$ cat src/hw/rtl/fbc_pkg.sv
// Shared types and constants for the frustum box cull block.
package fbc_pkg;

   // Request commands
   localparam logic [1:0] CMD_LOAD_PROJ = 2'd0;
   localparam logic [1:0] CMD_LOAD_VIEW = 2'd1;
   localparam logic [1:0] CMD_TEST_BOX  = 2'd2;

   localparam int unsigned NUM_PLANES = 6;
   localparam logic [5:0]  ALL_PLANES = 6'h3F;

   // Sequencer states
   typedef enum logic [2:0] {
      ST_IDLE,
      ST_PLANES,
      ST_XFORM,
      ST_TEST,
      ST_DONE
   } state_type;

   // Multiply-accumulate control from sequencer to the shared unit
   typedef struct packed {
      logic       clear;   // start a new sum with this product
      logic       enable;  // add product this cycle
   } mac_ctrl_type;

endpackage

$ cat src/hw/rtl/fbc_mac.sv
// Shared signed multiply-accumulate unit: 33x33 product into a wide sum.
module fbc_mac
   import fbc_pkg::*;
(
   input  logic                clock,
   input  mac_ctrl_type        ctrl,
   input  logic signed [32:0]  op_a,
   input  logic signed [32:0]  op_b,
   output logic signed [71:0]  acc
);

   logic signed [65:0] prod_ff, prod_in;
   logic               add_ff, clr_ff;
   logic signed [71:0] acc_ff, acc_in;

   // Product register, then accumulate
   assign prod_in = op_a * op_b;

   always_comb begin
      acc_in = acc_ff;
      if (add_ff) begin
         if (clr_ff) acc_in = 72'(prod_ff);
         else acc_in = acc_ff + 72'(prod_ff);
      end
   end

   always_ff @(posedge clock) begin
      prod_ff <= prod_in;
      add_ff  <= ctrl.enable;
      clr_ff  <= ctrl.clear;
      acc_ff  <= acc_in;
   end

   assign acc = acc_ff;

endmodule

$ cat config.mk
export PLATFORM = sky130hd
export DESIGN_NAME = fbc_mac
export DESIGN_NICKNAME = d
export VERILOG_FILES = /design/src/hw/rtl/fbc_pkg.sv /design/src/hw/rtl/fbc_mac.sv
export SDC_FILE = /design/constraint.sdc
export NUM_CORES = 2
export LEC_CHECK = 0
export BUFFER_PORTS_ARGS = -buffer_cell sky130_fd_sc_hd__buf_4
export CORE_ASPECT_RATIO = 1.75
export CORE_UTILIZATION = 60
export CTS_BUF_LIST = sky130_fd_sc_hd__clkbuf_8
export CTS_CLUSTER_SIZE = 14
export DETAILED_ROUTE_END_ITERATION = 12
export PLACE_DENSITY_LB_ADDON = 0.25
export SYNTH_ARGS = -nofsm -noshare
export SYNTH_HDL_FRONTEND = slang
export SYNTH_SLANG_ARGS = --single-unit
export TNS_END_PERCENT = 10
$ cat constraint.sdc
create_clock -name clock -period 18.7 [get_ports clock]
set_clock_uncertainty 0.15 [all_clocks]
set_input_delay 3.74 -clock clock [delete_from_list [all_inputs] [get_ports clock]]
set_output_delay 3.74 -clock clock [all_outputs]
set_load 0.05 [all_outputs]
== Word-level counts from Yosys, hierarchy flattened ==
Index checks and enable logic that the tools add are counted.

* Input bits: 69
* Memories kept: 0
* Memory bits (writable): 0
* Logic and storage cells: 7
* Latch bits: 0
* Bits in read-only memories: 0
* Register bits: 140
* Output and inout port bits: 72

* Shift-type cells: 0
* Multipliers: 1
* Multiplexer cells: 1
* Equal/unequal tests: 0
* Add/subtract/negate cells: 1
* Magnitude comparators: 0
* Bitwise operators: 0
* Div/mod/pow operators: 0
* Reductions and logical operators: 0

{| class="wikitable"
|+ Operator list
! kind !! count
|-
| 72-bit by 66-bit adder with 72-bit output || 1
|-
| 72-bit 2-to-1 mux || 1
|-
| 33-bit by 33-bit multiplier with 66-bit output || 1
|}

== Longest topological paths before layout ==
* Word-level depth: 2
* Gate-level depth with buffers: 30
* Gate-level depth less buffers: 29

== Worst setup path after synthesis ==
Ideal clock, no wire load.

* Path kind: in2reg
* Start: input port op_a[32]
* End: register prod_ff[62]
* Buffers on the path: 2
* Cell stages on the path: 26
* Slack: 7.259 ns
* Setup time: 0.064 ns
* Data required time: 18.486 ns
* Data arrival time: 11.227 ns
* Cells stage by stage: clkbuf_1 -> nand2_1 -> inv_1 -> fa_1 -> fa_1 -> fa_1 -> inv_1 -> fa_1 -> inv_1 -> fa_1 -> fa_1 -> fa_1 -> inv_1 -> fa_1 -> inv_1 -> ha_1 -> clkbuf_1 -> a21oi_1 -> nor2b_1 -> o21ai_0 -> nand2b_1 -> a21o_1 -> a21o_1 -> a221o_1 -> or3_1 -> nand4_1

* Word-level cells in the longest chain between the ends: 1

{| class="wikitable"
|+ Ends and longest elaborated chain
! item !! line !! text
|-
| from (decl) || fbc_mac.sv:7 || <nowiki>input logic signed [32:0] op_a,</nowiki>
|-
| 33-bit by 33-bit multiplier with 66-bit output || fbc_mac.sv:17 || <nowiki>assign prod_in = op_a * op_b;</nowiki>
|-
| via prod_in[62] || fbc_mac.sv:12 || <nowiki>logic signed [65:0] prod_ff, prod_in;</nowiki>
|-
| to (signal assigned) || fbc_mac.sv:28 || <nowiki>prod_ff <= prod_in;</nowiki>
|-
| to (decl) || fbc_mac.sv:12 ||
|}

The timed path passes the listed nets, and every way through them passes these cells.
A chain may end at the register's enable or synchronous reset.

== Final worst setup path ==
* Start: input port op_a[32]
* End: register prod_ff[58]

Same word-level chain as after synthesis.

==> run summary <==
status: complete, no violations
Setup crit start kind: input port
num ports: 141
metal3 WL: 9157 um
post-synthesis register bit count: 140
drt pass-1 iters: 5
Slew Limit Fails: 0
fmax: 0.08384 GHz
Remaining DRCs: 0
HP Start: prod_ff[61]$_DFF_P_
# setup viols final: 0
most frequent CP cell: fa_1
slew of the pin with the lowest slew margin: 1233 ps
per-cell routed wire length: 22.74 um
CTS tree: yes
Worst slew margin: 0.1722
Crit path required time: 18,960 ps
Post-CTS Setup Bufs: 0
Final period util: 0.6379
nets@finish: 6,505
vias: 35.32k
CP Max Fanout: 33
largest net degree at the start of global routing: 74
Crit path buffers/inverters: 6
most frequent cells in the layout: inv_1, fa_1, nand2_1
Starting Density: 0.6075
CTS Hold Bufs: 0
Detailed Route WL: 137,500 um
Inserted Clock Buffers: 17
Synthesis Warnings: 0
most common cell after layout, fill and taps aside: inv_1
total clock sinks: 140
Crit path max-delay family: adder cells
Seq/Total Area, Yosys: 0.07480
dpl hpwl: 108,800 um
hold_ws: 395.3 ps
vias per cell: 5.843
count of final hold-check violations: 0
maximum root-to-sink buffer count: 2
first-pass GRT wire length: 214,500 um
RSZ-0062 raised after global routing: no
initial antenna violation count: 6
RR Startpoint: acc[6]$_DFFE_PP_
Critical-path top delay cell: fa_1
Clock Latency Late Sink: 490 ps
crit-path cells: buf_4 -> nand2_1 -> inv_1 -> fa_1 -> fa_1 -> fa_1 -> inv_1 -> fa_1 -> inv_1 -> fa_1 -> fa_1 -> fa_1 -> inv_1 -> fa_1 -> inv_1 -> ha_1 -> and3_1 -> nand4_1 -> a211oi_1 -> nand2_1 -> o21ai_0 -> a31oi_1 -> o21bai_1 -> xor2_1
FILL cells: 6,582
final instance area: 48,890 um2
Post-Synthesis Cells: 5,091
gpl congestion: 0.9539
num rows: 135
layout cell share with drive strength beyond 1: 0.03868
Max stage delay on crit path: 1170 ps
Yosys cell types: 71
H-tree level count: 4
met1 WL: 41,420 um
dpl cell area: 48,520 um2
Met2 Wirelength: 70,280 um
aggregate global-route resource usage: 0.3639
mapped cell area: 47,100 um2
Max-cap violations: 0
area growth from synthesis to layout: 3.807%
area occupied by multi-input gates: 38,320 um2
crit path from: op_a[32]
port bufs: 140
Data arrival, critical path: 12,190 ps
EDFF count, synth: 72
initial drt markers: 2,073
Core Area: 77,530 um2
die area: 79,670 um2
Chip Height: 372.6 um
Synth Net Count: 6,594
final setup TNS: 0 ps
Root Buffer Master: clkbuf_8
final antenna-violating net count: 0
Most used DFF post-synth: edfxtp_1
Hold WC Path Type: reg -> reg
vias in the first global route: 38.84k
Worst-path clk slew: 100 ps
Register Area: 3531 um2
Avg Inst Size Synth: 9.252 um2
total gr overflow: 0
minimum clock period: 11,930 ps
async set-reset flop share out of synthesis: 0
worst setup path category: in -> reg
die width: 213.8 um
Setup crit end kind: flop
highest routed layer: met5
post_cts resized: 0
## worst paths after layout
check                                      endpoint  slack, ps  cells after the start
worst max-delay path            prod_ff[58]$_DFF_P_       6770                     24
worst min-delay path              acc[61]$_DFFE_PP_        400                      2
worst max register to register    acc[59]$_DFFE_PP_      14370                     12
worst min register to register    acc[61]$_DFFE_PP_        400                      2
## kinds of logic after synthesis
logic type	synth area share
and+or+nand+nor	0.1528
adders and majority gates	0.5636
buffers and inverters	0.1116
AOI/OAI and AO/OA	0.07101
DFF	0.07480
xor gates and xnor gates	0.02529
muxes	0.0008766
## routing by layer
metal | up-vias | global-route usage
li1 | 14964 | -
met1 | 18095 | 0.3615
met2 | 1548 | 0.6241
met3 | 708 | 0.06639
met4 | 4 | 0.3501
met5 | - | 0
## flip-flops by register name, summed over array words and instances (netlist names)
name,flops
acc,72
prod_ff,66
add_ff,1
clr_ff,1
## synth_stat cells, types with 10 or more instances
cell / n / area (um2)
clkbuf_1: 247 / 927.1
and2_1: 557 / 3485
nand2_1: 660 / 2477
nand3_1: 21 / 105.1
edfxtp_1: 72 / 2162
a31oi_1: 14 / 87.58
dfxtp_1: 68 / 1361
inv_1: 1148 / 4309
fa_1: 1146 / 22940
nand4_1: 36 / 225.2
o21a_1: 18 / 135.1
nor2_1: 90 / 337.8
a211oi_1: 14 / 105.1
o21ai_0: 128 / 640.6
a21oi_1: 136 / 680.7
nor3_1: 12 / 60.06
a21o_1: 85 / 638.1
o21ai_1: 13 / 65.06
and3_1: 14 / 87.58
ha_1: 288 / 3603
nor2b_1: 14 / 87.58
o21bai_1: 35 / 262.8
nand2b_1: 14 / 87.58
xnor2_1: 82 / 718.2
o31ai_1: 10 / 75.07
nor4_1: 10 / 62.56
or3_1: 10 / 62.56
xor2_1: 54 / 473.0
## worst register-to-register path, stage by stage, from the launching register on
cell,delay (ps)
edfxtp_1,590
ha_1,430
a21oi_1,210
o21ai_0,120
a31oi_1,350
a211oi_1,220
o21ai_1,340
nand3b_1,180
a21boi_1,460
o21ai_0,320
a311oi_1,420
xor2_1,170
o21ai_0,80
## metrics by stage
| step | utilization | setup slack, ps | instances |
|---|---|---|---|
| floorplan | - | 7259 | 5091 |
| global placement | 0.6259 | 6443 | 6010 |
| detailed placement | 0.6259 | 6270 | 6010 |
| CTS | 0.6306 | 6748 | 6042 |
| global route | 0.6306 | 6100 | 6044 |
| finish | 0.6306 | 6772 | 6045 |
## layout make-up
class / instances / area share
clock buffers: 17 / 0.004785
clock inverters: 15 / 0.002636
flip-flops and latches: 140 / 0.07221
diodes: 3 / 0.0001535
inverters: 1149 / 0.08821
repair buffers: 143 / 0.02196
well taps: 1027 / 0.02628
multi-input cells: 3551 / 0.7838
Power is left out: the tool's default activity adds up to more than one toggle a clock period on the data nets, which glitch-free logic cannot reach.
